<file path="src/design/bdqs_pkg.sv">
`default_nettype none
package bdqs_pkg;

  localparam int unsigned OP_W     = 3;
  localparam int unsigned STATUS_W = 2;
  localparam int unsigned VALUE_W  = 32;
  localparam int unsigned POS_W    = 7;

  localparam logic [OP_W-1:0] OP_PUSH_FRONT = 3'd0;
  localparam logic [OP_W-1:0] OP_PUSH_BACK  = 3'd1;
  localparam logic [OP_W-1:0] OP_POP_FRONT  = 3'd2;
  localparam logic [OP_W-1:0] OP_POP_BACK   = 3'd3;
  localparam logic [OP_W-1:0] OP_SEARCH     = 3'd4;

  localparam logic [STATUS_W-1:0] ST_OK        = 2'd0;
  localparam logic [STATUS_W-1:0] ST_EMPTY     = 2'd1;
  localparam logic [STATUS_W-1:0] ST_FULL      = 2'd2;
  localparam logic [STATUS_W-1:0] ST_NOT_FOUND = 2'd3;

  typedef enum logic [2:0] {
    S_IDLE,
    S_EXEC,
    S_POP_RD,
    S_SCAN,
    S_DONE
  } state_t;

  typedef enum logic [2:0] {
    RES_OK,
    RES_EMPTY,
    RES_FULL,
    RES_POP,
    RES_FOUND,
    RES_NOT_FOUND
  } res_kind_t;

  // controller -> datapath
  typedef struct packed {
    logic      load;
    logic      push;
    logic      pop;
    logic      scan_start;
    logic      scan_step;
    logic      res_load;
    res_kind_t res_kind;
    logic      out_load;
  } cmd_t;

  // datapath -> controller
  typedef struct packed {
    logic [OP_W-1:0] op;
    logic            empty;
    logic            full;
    logic            hit;
    logic            scan_last;
    logic            out_busy;
  } sts_t;

endpackage
`default_nettype wire

</file>
<file path="src/design/bounded_deque_with_search_unit.sv">
// Bounded double-ended queue of signed values with linear search.
// Input channel: in_valid/in_stall with in_op (push front, push back, pop front,
// pop back, search) and in_value. Every accepted item yields exactly one result
// on out_valid/out_stall: out_status, out_removed_value, out_position.
// Items are handled one at a time; in_stall is low only while the controller
// is idle. Pushes, unused codes and operations on an empty store go from
// S_EXEC straight to S_DONE; a pop passes through S_POP_RD, and a search
// scans from the front until it hits or has compared every stored entry.
// The next item is accepted only once the result has moved to the output
// register; the scan reads one entry per cycle through the single read port
// of the entry memory.
// The result sits in an output register, so a new item is accepted and worked
// on while an earlier result waits under out_stall; a finished result then
// waits in a staging register until the output register frees up.
// Reset (rst_n low, synchronous) empties the store and drops out_valid; the
// entry memory itself is not cleared.
`default_nettype none
module bounded_deque_with_search_unit #(
  parameter int unsigned CAPACITY   = 64,
  parameter int unsigned DATA_WIDTH = 32
) (
  input  wire                                    clk,
  input  wire                                    rst_n,
  input  wire                                    in_valid,
  output logic                                   in_stall,
  input  wire        [bdqs_pkg::OP_W-1:0]        in_op,
  input  wire signed [bdqs_pkg::VALUE_W-1:0]     in_value,
  output logic                                   out_valid,
  input  wire                                    out_stall,
  output logic       [bdqs_pkg::STATUS_W-1:0]    out_status,
  output logic signed [bdqs_pkg::VALUE_W-1:0]    out_removed_value,
  output logic       [bdqs_pkg::POS_W-1:0]       out_position
);

  bdqs_pkg::cmd_t cmd;
  bdqs_pkg::sts_t sts;

  bdqs_ctrl u_ctrl (
    .clk      (clk),
    .rst_n    (rst_n),
    .in_valid (in_valid),
    .in_stall (in_stall),
    .sts      (sts),
    .cmd      (cmd)
  );

  bdqs_dp #(
    .CAPACITY   (CAPACITY),
    .DATA_WIDTH (DATA_WIDTH)
  ) u_dp (
    .clk               (clk),
    .rst_n             (rst_n),
    .cmd               (cmd),
    .sts               (sts),
    .in_op             (in_op),
    .in_value          (in_value),
    .out_stall         (out_stall),
    .out_valid         (out_valid),
    .out_status        (out_status),
    .out_removed_value (out_removed_value),
    .out_position      (out_position)
  );

endmodule
`default_nettype wire

</file>
<file path="src/design/bdqs_dp.sv">
`default_nettype none
module bdqs_dp #(
  parameter int unsigned CAPACITY   = 64,
  parameter int unsigned DATA_WIDTH = 32
) (
  input  wire                                      clk,
  input  wire                                      rst_n,
  input  wire bdqs_pkg::cmd_t                      cmd,
  output bdqs_pkg::sts_t                           sts,
  input  wire        [bdqs_pkg::OP_W-1:0]          in_op,
  input  wire signed [bdqs_pkg::VALUE_W-1:0]       in_value,
  input  wire                                      out_stall,
  output logic                                     out_valid,
  output logic       [bdqs_pkg::STATUS_W-1:0]      out_status,
  output logic signed [bdqs_pkg::VALUE_W-1:0]      out_removed_value,
  output logic       [bdqs_pkg::POS_W-1:0]         out_position
);

  localparam int unsigned IDX_W = $clog2(CAPACITY);
  localparam int unsigned OCC_W = $clog2(CAPACITY + 1);
  localparam int unsigned SUM_W = OCC_W + 1;
  localparam int unsigned PW    = (SUM_W > bdqs_pkg::POS_W) ? SUM_W : bdqs_pkg::POS_W;
  localparam logic [SUM_W-1:0] CAP_S = SUM_W'(CAPACITY);

  logic [DATA_WIDTH-1:0] mem [CAPACITY];
  logic [DATA_WIDTH-1:0] rd_data_r;

  logic [IDX_W-1:0] front_r, front_nxt;
  logic [OCC_W-1:0] occ_r, occ_nxt;
  logic [OCC_W-1:0] cmp_off_r, cmp_off_nxt;
  logic [OCC_W-1:0] next_off_r, next_off_nxt;
  logic [bdqs_pkg::OP_W-1:0] op_r;
  logic [DATA_WIDTH-1:0] key_r;

  logic [bdqs_pkg::STATUS_W-1:0]     rs_status_r, rs_status_nxt;
  logic [bdqs_pkg::VALUE_W-1:0]      rs_removed_r, rs_removed_nxt;
  logic [bdqs_pkg::POS_W-1:0]        rs_pos_r, rs_pos_nxt;

  logic                              out_valid_r, out_valid_nxt;
  logic [bdqs_pkg::STATUS_W-1:0]     out_status_r;
  logic [bdqs_pkg::VALUE_W-1:0]      out_removed_r;
  logic [bdqs_pkg::POS_W-1:0]        out_pos_r;

  logic [63:0]           in_ext;
  logic [63:0]           rd_ext;
  logic [OCC_W-1:0]      off;
  logic [SUM_W-1:0]      sum;
  logic [IDX_W-1:0]      slot;
  logic [IDX_W-1:0]      front_dec;
  logic [IDX_W-1:0]      front_inc;
  logic [IDX_W-1:0]      wr_addr;
  logic [IDX_W-1:0]      rd_addr;
  logic                  wr_en;
  logic                  rd_en;
  logic [PW-1:0]         pos_w;
  logic                  empty;
  logic                  full;
  logic                  is_front;

  assign in_ext   = 64'(in_value);
  assign rd_ext   = 64'($signed(rd_data_r));
  assign empty    = (occ_r == '0);
  assign full     = (occ_r == OCC_W'(CAPACITY));
  assign is_front = (op_r == bdqs_pkg::OP_PUSH_FRONT) || (op_r == bdqs_pkg::OP_POP_FRONT);

  // offset into the circular store, relative to the front
  always_comb begin
    off = '0;
    if (cmd.push && op_r == bdqs_pkg::OP_PUSH_BACK) begin
      off = occ_r;
    end else if (cmd.pop && op_r == bdqs_pkg::OP_POP_BACK) begin
      off = occ_r - OCC_W'(1);
    end else if (cmd.scan_step) begin
      off = next_off_r;
    end
  end

  // both operands are below CAPACITY, so one conditional subtract wraps
  always_comb begin
    sum = SUM_W'(front_r) + SUM_W'(off);
    if (sum >= CAP_S) begin
      sum = sum - CAP_S;
    end
    slot = sum[IDX_W-1:0];
  end

  assign front_dec = (front_r == '0) ? IDX_W'(CAPACITY - 1) : front_r - IDX_W'(1);
  assign front_inc = (front_r == IDX_W'(CAPACITY - 1)) ? '0 : front_r + IDX_W'(1);

  assign wr_en   = cmd.push;
  assign wr_addr = is_front ? front_dec : slot;
  assign rd_en   = cmd.pop || cmd.scan_start || cmd.scan_step;
  assign rd_addr = (cmd.pop && is_front) ? front_r : slot;

  always_ff @(posedge clk) begin
    if (wr_en) begin
      mem[wr_addr] <= key_r;
    end
    if (rd_en) begin
      rd_data_r <= mem[rd_addr];
    end
  end

  always_comb begin
    front_nxt    = front_r;
    occ_nxt      = occ_r;
    cmp_off_nxt  = cmp_off_r;
    next_off_nxt = next_off_r;
    if (cmd.push) begin
      occ_nxt = occ_r + OCC_W'(1);
      if (is_front) begin
        front_nxt = front_dec;
      end
    end
    if (cmd.pop) begin
      occ_nxt = occ_r - OCC_W'(1);
      if (is_front) begin
        front_nxt = front_inc;
      end
    end
    if (cmd.scan_start) begin
      cmp_off_nxt  = '0;
      next_off_nxt = OCC_W'(1);
    end
    if (cmd.scan_step) begin
      cmp_off_nxt  = next_off_r;
      next_off_nxt = next_off_r + OCC_W'(1);
    end
  end

  assign pos_w = PW'(cmp_off_r) + PW'(1);

  always_comb begin
    rs_status_nxt  = rs_status_r;
    rs_removed_nxt = rs_removed_r;
    rs_pos_nxt     = rs_pos_r;
    if (cmd.res_load) begin
      rs_removed_nxt = '0;
      rs_pos_nxt     = '0;
      unique case (cmd.res_kind)
        bdqs_pkg::RES_OK: begin
          rs_status_nxt = bdqs_pkg::ST_OK;
        end
        bdqs_pkg::RES_EMPTY: begin
          rs_status_nxt = bdqs_pkg::ST_EMPTY;
        end
        bdqs_pkg::RES_FULL: begin
          rs_status_nxt = bdqs_pkg::ST_FULL;
        end
        bdqs_pkg::RES_POP: begin
          rs_status_nxt  = bdqs_pkg::ST_OK;
          rs_removed_nxt = rd_ext[bdqs_pkg::VALUE_W-1:0];
        end
        bdqs_pkg::RES_FOUND: begin
          rs_status_nxt = bdqs_pkg::ST_OK;
          rs_pos_nxt    = pos_w[bdqs_pkg::POS_W-1:0];
        end
        bdqs_pkg::RES_NOT_FOUND: begin
          rs_status_nxt = bdqs_pkg::ST_NOT_FOUND;
        end
        default: begin
          rs_status_nxt = bdqs_pkg::ST_OK;
        end
      endcase
    end
  end

  always_comb begin
    out_valid_nxt = out_valid_r;
    if (cmd.out_load) begin
      out_valid_nxt = 1'b1;
    end else if (!out_stall) begin
      out_valid_nxt = 1'b0;
    end
  end

  always_ff @(posedge clk) begin
    if (!rst_n) begin
      front_r     <= '0;
      occ_r       <= '0;
      out_valid_r <= 1'b0;
    end else begin
      front_r     <= front_nxt;
      occ_r       <= occ_nxt;
      out_valid_r <= out_valid_nxt;
    end
  end

  always_ff @(posedge clk) begin
    cmp_off_r    <= cmp_off_nxt;
    next_off_r   <= next_off_nxt;
    rs_status_r  <= rs_status_nxt;
    rs_removed_r <= rs_removed_nxt;
    rs_pos_r     <= rs_pos_nxt;
    if (cmd.load) begin
      op_r  <= in_op;
      key_r <= in_ext[DATA_WIDTH-1:0];
    end
    if (cmd.out_load) begin
      out_status_r  <= rs_status_r;
      out_removed_r <= rs_removed_r;
      out_pos_r     <= rs_pos_r;
    end
  end

  assign sts.op        = op_r;
  assign sts.empty     = empty;
  assign sts.full      = full;
  assign sts.hit       = (rd_data_r == key_r);
  assign sts.scan_last = ((cmp_off_r + OCC_W'(1)) == occ_r);
  assign sts.out_busy  = out_valid_r && out_stall;

  assign out_valid         = out_valid_r;
  assign out_status        = out_status_r;
  assign out_removed_value = out_removed_r;
  assign out_position      = out_pos_r;

`ifndef SYNTHESIS
  a_occ_bound: assert property (@(posedge clk) disable iff (!rst_n)
    occ_r <= OCC_W'(CAPACITY))
    else $error("occupancy beyond capacity");

  a_push_not_full: assert property (@(posedge clk) disable iff (!rst_n)
    cmd.push |-> !full)
    else $error("push issued into a full store");

  a_pop_not_empty: assert property (@(posedge clk) disable iff (!rst_n)
    cmd.pop |-> !empty)
    else $error("pop issued on an empty store");

  a_scan_in_range: assert property (@(posedge clk) disable iff (!rst_n)
    cmd.scan_step |-> (cmp_off_r < occ_r))
    else $error("search ran past the last entry");

  a_out_load: assert property (@(posedge clk) disable iff (!rst_n)
    cmd.out_load |-> !sts.out_busy ##1 out_valid)
    else $error("result loaded over a waiting item");
`endif

endmodule
`default_nettype wire

</file>
<file path="src/design/bdqs_ctrl.sv">
`default_nettype none
module bdqs_ctrl (
  input  wire                  clk,
  input  wire                  rst_n,
  input  wire                  in_valid,
  output logic                 in_stall,
  input  wire bdqs_pkg::sts_t  sts,
  output bdqs_pkg::cmd_t       cmd
);

  bdqs_pkg::state_t state_r, state_nxt;

  always_ff @(posedge clk) begin
    if (!rst_n) begin
      state_r <= bdqs_pkg::S_IDLE;
    end else begin
      state_r <= state_nxt;
    end
  end

  always_comb begin
    state_nxt    = state_r;
    cmd          = '0;
    cmd.res_kind = bdqs_pkg::RES_OK;
    in_stall     = 1'b1;
    unique case (state_r)
      bdqs_pkg::S_IDLE: begin
        in_stall = 1'b0;
        if (in_valid) begin
          cmd.load  = 1'b1;
          state_nxt = bdqs_pkg::S_EXEC;
        end
      end
      bdqs_pkg::S_EXEC: begin
        unique case (sts.op) inside
          bdqs_pkg::OP_PUSH_FRONT, bdqs_pkg::OP_PUSH_BACK: begin
            cmd.res_load = 1'b1;
            if (sts.full) begin
              cmd.res_kind = bdqs_pkg::RES_FULL;
            end else begin
              cmd.push     = 1'b1;
              cmd.res_kind = bdqs_pkg::RES_OK;
            end
            state_nxt = bdqs_pkg::S_DONE;
          end
          bdqs_pkg::OP_POP_FRONT, bdqs_pkg::OP_POP_BACK: begin
            if (sts.empty) begin
              cmd.res_load = 1'b1;
              cmd.res_kind = bdqs_pkg::RES_EMPTY;
              state_nxt    = bdqs_pkg::S_DONE;
            end else begin
              cmd.pop   = 1'b1;
              state_nxt = bdqs_pkg::S_POP_RD;
            end
          end
          bdqs_pkg::OP_SEARCH: begin
            if (sts.empty) begin
              cmd.res_load = 1'b1;
              cmd.res_kind = bdqs_pkg::RES_EMPTY;
              state_nxt    = bdqs_pkg::S_DONE;
            end else begin
              cmd.scan_start = 1'b1;
              state_nxt      = bdqs_pkg::S_SCAN;
            end
          end
          default: begin
            cmd.res_load = 1'b1;
            cmd.res_kind = bdqs_pkg::RES_OK;
            state_nxt    = bdqs_pkg::S_DONE;
          end
        endcase
      end
      bdqs_pkg::S_POP_RD: begin
        cmd.res_load = 1'b1;
        cmd.res_kind = bdqs_pkg::RES_POP;
        state_nxt    = bdqs_pkg::S_DONE;
      end
      bdqs_pkg::S_SCAN: begin
        // read data for one offset arrives while the next is being read
        if (sts.hit) begin
          cmd.res_load = 1'b1;
          cmd.res_kind = bdqs_pkg::RES_FOUND;
          state_nxt    = bdqs_pkg::S_DONE;
        end else if (sts.scan_last) begin
          cmd.res_load = 1'b1;
          cmd.res_kind = bdqs_pkg::RES_NOT_FOUND;
          state_nxt    = bdqs_pkg::S_DONE;
        end else begin
          cmd.scan_step = 1'b1;
        end
      end
      bdqs_pkg::S_DONE: begin
        if (!sts.out_busy) begin
          cmd.out_load = 1'b1;
          state_nxt    = bdqs_pkg::S_IDLE;
        end
      end
      default: begin
        state_nxt = bdqs_pkg::S_IDLE;
      end
    endcase
  end

`ifndef SYNTHESIS
  a_accept_goes_exec: assert property (@(posedge clk) disable iff (!rst_n)
    (in_valid && !in_stall) |=> (state_r == bdqs_pkg::S_EXEC))
    else $error("accepted item did not start execution");

  a_pop_then_read: assert property (@(posedge clk) disable iff (!rst_n)
    cmd.pop |=> (state_r == bdqs_pkg::S_POP_RD))
    else $error("pop read not followed");

  a_out_only_done: assert property (@(posedge clk) disable iff (!rst_n)
    cmd.out_load |=> (state_r == bdqs_pkg::S_IDLE))
    else $error("result handed off outside completion");
`endif

endmodule
`default_nettype wire

</file>
<file path="config.mk">
export PLATFORM = sky130hd
export DESIGN_NAME = bounded_deque_with_search_unit
export DESIGN_NICKNAME = d
export VERILOG_FILES = /design/src/design/bdqs_pkg.sv /design/src/design/bounded_deque_with_search_unit.sv /design/src/design/bdqs_dp.sv /design/src/design/bdqs_ctrl.sv
export SDC_FILE = /design/constraint.sdc
export NUM_CORES = 2
export LEC_CHECK = 0
export ABC_AREA = 1
export BUFFER_PORTS_ARGS = -buffer_cell sky130_fd_sc_hd__buf_4
export CORE_MARGIN = 10
export CORE_UTILIZATION = 40
export DETAILED_ROUTE_END_ITERATION = 10
export PLACE_DENSITY = 0.55
export SLEW_MARGIN = 20
export SYNTH_ARGS = -nofsm -noshare
export SYNTH_HDL_FRONTEND = slang
export SYNTH_SLANG_ARGS = --single-unit
</file>
<file path="constraint.sdc">
create_clock -name clk -period 7.1 [get_ports clk]
set_input_delay 1.065 -clock clk [delete_from_list [all_inputs] [get_ports clk]]
set_output_delay 1.065 -clock clk [all_outputs]
set_load 0.02 [all_outputs]
</file>
# After elaboration in Yosys (flattened, before gate mapping)
# Memory sizes are Yosys's and may differ from the RTL's. A register that Yosys moved wholly into a read port is not among the register bits.
# Index checks and enable logic that the tools add are counted.
# Widths: inputs -> output; s select.
word_totals:
  reg_bits: 148
  ram_bits: 2048
  inputBits: 39
  output_inout_bits: 43
  word_cells: 114
  n_memories: 1
mem_list:
  columns: ["name", "depth", "word_bits", "rd", "rd_clocked_by_memory_dff", "wr", "line_no", "source"]
  rows:
  - ["u_dp.mem", 64, 32, 1, 1, 1, "bdqs_dp.sv:25", "logic [DATA_WIDTH-1:0] mem [CAPACITY];"]
classes:
  addsub: 9
  order_cmp: 1
  eq_ne: 21
  n_mux: 51
  n_reduce_logical: 17
ops:
  columns: ["operator", "n"]
  rows:
  - ["$mux 7", 9]
  - ["$mux 6", 9]
  - ["$eq 32x32->1", 1]
  - ["$add 7x1->7 const B", 4]
  - ["$mux 3", 7]
  - ["$eq 3x2->1 const B", 6]
  - ["$mux 1", 17]
  - ["$pmux 3 s5", 1]
  - ["$eq 3x3->1 const B", 4]
  - ["$mux 4", 3]
  - ["$pmux 4 s3", 1]
  - ["$sub 6x1->6 const B", 2]
  - ["$eq 3x1->1 const B", 3]
  - ["$add 6x7->8", 1]
  - ["$ge 8x7->1 const B", 1]
  - ["$pmux 4 s2", 1]
  - ["$eq 7x7->1", 1]
  - ["$eq 7x7->1 const B", 1]
  - ["$logic_not 7->1", 1]
  - ["$sub 7x1->7 const B", 1]
  - ["$add 6x1->6 const B", 1]
  - ["$eq 6x6->1 const B", 1]
  - ["$logic_not 3->1", 2]
  - ["$logic_not 6->1", 1]
  - ["other kinds (12)", 20]

# Depth between registers and ports, before layout
logic_depth:
  ltp_word: 12
  depth_mapped: 31
  depth_no_buf: 30

# Modules after synthesis
# Synthesis repeated with hierarchy kept, for this count alone.
hier_totals:
  hier_cells: 9335
  area_unflattened_um2: 97154.4
modules_own_cells:
  columns: ["mod", "instances", "cells_each", "area_each_um2", "seq_area_each_um2"]
  rows:
  - ["bdqs_dp", 1, 9280, 96864.2, 66673.9]
  - ["bdqs_ctrl", 1, 55, 290.3, 60.1]

# Least setup slack after synthesis
# Ideal clock, no wire load.
synth_timing:
  path_kind: "reg-to-reg"
  start: "register u_dp.key_r[21]"
  end: "memory u_dp.mem[56][0] (enable)"
  setup_ns: 0.421
  arrival_time_ns: 5.171
  t_required_ns: 6.679
  setup_slack_ns: 1.507
  stages_incl_launch_ff: 22
  n_path_buf: 0
  period_less_slack_ns: 5.593
  path_cell_list: "edfxtp_1 > inv_1 > nand2_1 > nand2_1 > nand2_1 > nor2_1 > nand2_1 > nor2_1 > nand2_1 > nand3_1 > inv_1 > nand2_1 > a31oi_1 > ha_1 > inv_1 > fa_1 > o21ai_0 > xor2_1 > inv_1 > o21ai_0 > nand4_1 > nor2_1"
synth_between:
  elab_chain_len: 10
  word_cells_on_any_way: 11
  classes_between: "add/sub: 2; order compare: 1; eq/ne: 1; mux: 7"
synth_lines:
  columns: ["element", "line_no", "source"]
  rows:
  - ["start: declaration", "bdqs_dp.sv:33", "logic [DATA_WIDTH-1:0] key_r;"]
  - ["start signal: assignment", "bdqs_dp.sv:197", "key_r <= in_ext[DATA_WIDTH-1:0];"]
  - ["$eq 32x32->1 *", "bdqs_dp.sv:209", "assign sts.hit = (rd_data_r == key_r);"]
  - ["$mux 1 *", "bdqs_ctrl.sv:80", "if (sts.hit) begin"]
  - ["$mux 1 *", "bdqs_ctrl.sv:26", "unique case (state_r)"]
  - ["$mux 7 *", "bdqs_dp.sv:73", "end else if (cmd.scan_step) begin"]
  - ["$mux 7 *", "bdqs_dp.sv:71", "end else if (cmd.pop && op_r == bdqs_pkg::OP_POP_BACK) begin"]
  - ["$mux 7 *", "bdqs_dp.sv:69", "if (cmd.push && op_r == bdqs_pkg::OP_PUSH_BACK) begin"]
  - ["$add 6x7->8 *", "bdqs_dp.sv:80", "sum = SUM_W'(front_r) + SUM_W'(off);"]
  - ["$ge 8x7->1 / $sub 6x1->6 (equally long branches)", "bdqs_dp.sv:81, bdqs_dp.sv:82", null]
  - ["$mux 6 *", "bdqs_dp.sv:81", "if (sum >= CAP_S) begin"]
  - ["$mux 6 *", "bdqs_dp.sv:91", "assign wr_addr = is_front ? front_dec : slot;"]
  - ["end: declaration", "bdqs_dp.sv:25", null]
# Every way passes the cells marked *; elsewhere a longest branch is shown, timed or not.

# Worst setup path after layout
layout_timing:
  start: "register u_dp.rd_data_r[2] (read register of u_dp.mem)"
  end: "register u_dp.rd_data_r[3] (read register of u_dp.mem) (data pin)"
layout_between:
  elab_chain_len: 10
  word_cells_on_any_way: 12
  classes_between: "add/sub: 2; order compare: 1; eq/ne: 1; mux: 7; reduce/logical: 1"
layout_lines:
  columns: ["element", "line_no", "source"]
  rows:
  - ["start: declaration", "bdqs_dp.sv:26", "logic [DATA_WIDTH-1:0] rd_data_r;"]
  - ["$eq 32x32->1 *", "bdqs_dp.sv:209", null]
  - ["$mux 1 *", "bdqs_ctrl.sv:80", null]
  - ["$mux 1 *", "bdqs_ctrl.sv:26", null]
  - ["$mux 7", "bdqs_dp.sv:73", null]
  - ["$mux 7", "bdqs_dp.sv:71", null]
  - ["$mux 7", "bdqs_dp.sv:69", null]
  - ["$add 6x7->8", "bdqs_dp.sv:80", null]
  - ["$ge 8x7->1 / $sub 6x1->6 (equally long branches)", "bdqs_dp.sv:81, bdqs_dp.sv:82", null]
  - ["$mux 6", "bdqs_dp.sv:81", null]
  - ["$mux 6", "bdqs_dp.sv:93", "assign rd_addr = (cmd.pop && is_front) ? front_r : slot;"]
# Marks and branches as above.
# A chain may end at the register's enable or synchronous reset.

==> metrics.txt <==
grt ovf 0; Sw Ratio 23.09%; RSZ-0062 raised after global routing false; CTS Buf Count 230; number of core rows 174; main combinational cell family by area after synthesis simple AND/OR/NAND/NOR gates; initial antenna violation count 9; largest net degree at the start of global routing 143; Nets 7602; ys flop type edfxtp_1; Synth Area in Compound Gates less than 1%; Int Pwr 0.02176 W; flops & latches, synth 2228; crit start category flip-flop; FFs w/ async S/R, synth 0%; VDD IR max between 200 and 250 uV; Switch Pwr 0.006532 W; fin cells 10740; clock latency on the worst-skew pair 0.88 ns; Die Span X 494.4 um; area grow syn2layout 13.91%; Syn Area/Cell 12.10 um2; CP Class reg2reg; sequential power share 52.3%; Hold Crit Start in_value[30]; post-synthesis mux area share 0%; most frequent cells after synthesis nand2_1, edfxtp_1, nand3_1; CP Capture Type flip-flop; Detail Route Antenna Nets 0; Logic pwr share 6.6%; final setup vio count 0; WP data arrival 6.67 ns; Post-synth EDFFs roughly 2200; Max Cap Viol 0; Synth warnings 0; DRC 0; Tmin final 6.064 ns; Pins Over Slew Limit 0; Routed WL 265200 um; Layout fillers 20060; DIE AREA about 0.24 mm2; outcome complete, no violations; Tcrit/Tclk final 85.40%; critical path startpoint u_dp.rd_data_r[2]$_DFFE_PP_; DR vias just under 60000; Clk pwr share 41.1%; fmax 0.1649 GHz; TritonCTS Sinks 2228; power per cell area around 280 mW/mm2; Worst path slowest cell edfxtp_1; placed insts 10310; static leakage 35.84 nW; drt pass-1 iters 6; most frequent CP cell nand2_1; vias in the first global route approximately 55000; worst endpoint required time 7.70 ns; gpl congestion roughly 0.85; Core Region 0.2245 mm2; most common cell in the netlist nand2_1; clk buf depth 3; Simple-Gate Fraction of Synth Area around a fifth; worst min path class in2reg; Tot Pwr 0.02829 W; Slew @ Worst Pin 1.117 ns; wire length per cell 24.70 um; hold_buf cts 0; setup TNS 0 ns; Final Hold Viols 0; area of the mapped netlist 0.09001 mm2; Tot GR Track Use 21.11%; Worst slew margin 25.01%; io pins 82; Clk pin slew, worst setup/hold paths around 0.06 ns; Synth Instances between 7000 and 8000; Mapped Nets between 7000 and 8000; hpwl dp 148600 um; CTS tree yes; global-route wire length before repair ~390000 um; Synth cell types 40; share of layout cells above drive strength 1 9.517%; Synth top area share 73.76%; input/output buffers 81; root buffer cell clkbuf_16; Post-Synth Adder-Cell Area less than 1%; Post-CTS Resized 0; Setup Skew 0.03593 ns; max incr delay on CP approximately 0.77 ns; leading area contributor after synthesis edfxtp_1; first-iteration detailed-routing DRC count 6482; H-Tree Depth 4; FF-to-FF Start u_dp.rd_data_r[2]$_DFFE_PP_; Seq/Total Area, Yosys 74.14%; Synth Area in XOR/XNOR 0.4379%; final hold slack 0.3667 ns; Via density between 5 and 6; Die Y slightly below 500 um; Initial Util roughly 40%; worst-path maximum fanout 72; Post-CTS Setup Inserts 0; Synth area leaders edfxtp_1, nand3_1, nand2_1
## critical path, delay by kind of cell, from the launching register on
| kind | cells | cell delay (ns) |
|---|---|---|
| AO/OA/AOI/OAI | 2 | 0.31 |
| XOR/XNOR | 1 | 0.19 |
| adder cells (fa/ha/maj) | 2 | 0.66 |
| flip-flops | 1 | 0.77 |
| buffers and inverters | 6 | 1.20 |
| AND/OR/NAND/NOR | 15 | 2.60 |
## path summary, 6_finish.rpt
check	slack, ns	end	cells past startpoint
worst min-delay path	0.37	u_dp.key_r[30]$_DFFE_PP_	1
worst max-delay path	1.04	u_dp.rd_data_r[3]$_DFFE_PP_	26
worst min register to register	0.42	u_dp.out_removed_value[19]$_DFFE_PP_	0
worst max register to register	1.04	u_dp.rd_data_r[3]$_DFFE_PP_	26
## layer usage
layer / vias to the layer above / track usage, % / part of all wire [%]
met3: 348 / 4.461 / 9.1
met2: 2545 / 32.27 / 45
met1: 29280 / 30.74 / 44
met4: 4 / 5.240 / 2.1
li1: 26610 / - / -
met5: - / 0 / 0.0098
## sequential cells by signal, summed over array words and instances, names as in the netlist, 7 cells and up
register	flops
u_dp.cmp_off_r	7
u_dp.key_r	32
u_dp.mem	2048
u_dp.next_off_r	7
u_dp.occ_r	7
u_dp.out_position	7
u_dp.out_removed_value	32
u_dp.rd_data_r	32
u_dp.rs_pos_r	7
u_dp.rs_removed_r	32
## metrics by stage
stage                     utilization, %  instance area (um2)  setup slack (ns)
after detailed placement           42.47                95320             1.171
after global placement             42.47                95320             1.067
final                              45.68               102500             1.036
after CTS                          45.68               102500             1.144
after global routing               45.68               102500            0.6797
after floorplan                        -                90010             1.507
## area by class of cell
type / count / area [um2] / share of cell area, %
antenna: 3 / 7.507 / 0.007322
clock buffer: 295 / 6092 / 5.941
clock inverter: 132 / 1111 / 1.084
inverter: 147 / 589.3 / 0.5747
multi-input combinational: 4611 / 20980 / 20.47
sequential: 2228 / 66730 / 65.08
tap: 2992 / 3744 / 3.651
timing repair buffer: 331 / 3273 / 3.192
## power by group through the flow
stage / Sequential [W] / Combinational [W] / Clock [W]
6_report: 0.0148 / 0.00185 / 0.0116
5_1_grt: 0.0148 / 0.00202 / 0.0124
4_1_cts: 0.0148 / 0.00184 / 0.0118
3_5_place_dp: 0.0151 / 0.00184 / 0
3_3_place_gp: 0.0151 / 0.00183 / 0
2_1_floorplan: 0.0152 / 0.000929 / 0
## placed cells by master, fill, tap and decap left out, drive strengths merged, types with 9 or more instances in the layout
cell type,count
a21oi,23
buf,331
bufinv,16
clkbuf,295
clkinv,96
clkinvlp,9
dfxtp,17
edfxtp,2211
ha,13
inv,158
nand2,2360
nand3,1895
nand4,11
nor2,166
nor3,10
o211ai,35
o21ai,38
xnor2,31
xor2,14
## logic make-up after synthesis
kind of cell	after synthesis
AOI/OAI and AO/OA	107
and+or+nand+nor	4445
adders and majority gates	14
xor gates and xnor gates	45
DFF	2228
buffers and inverters	599
(Power assumes the default switching activity.)
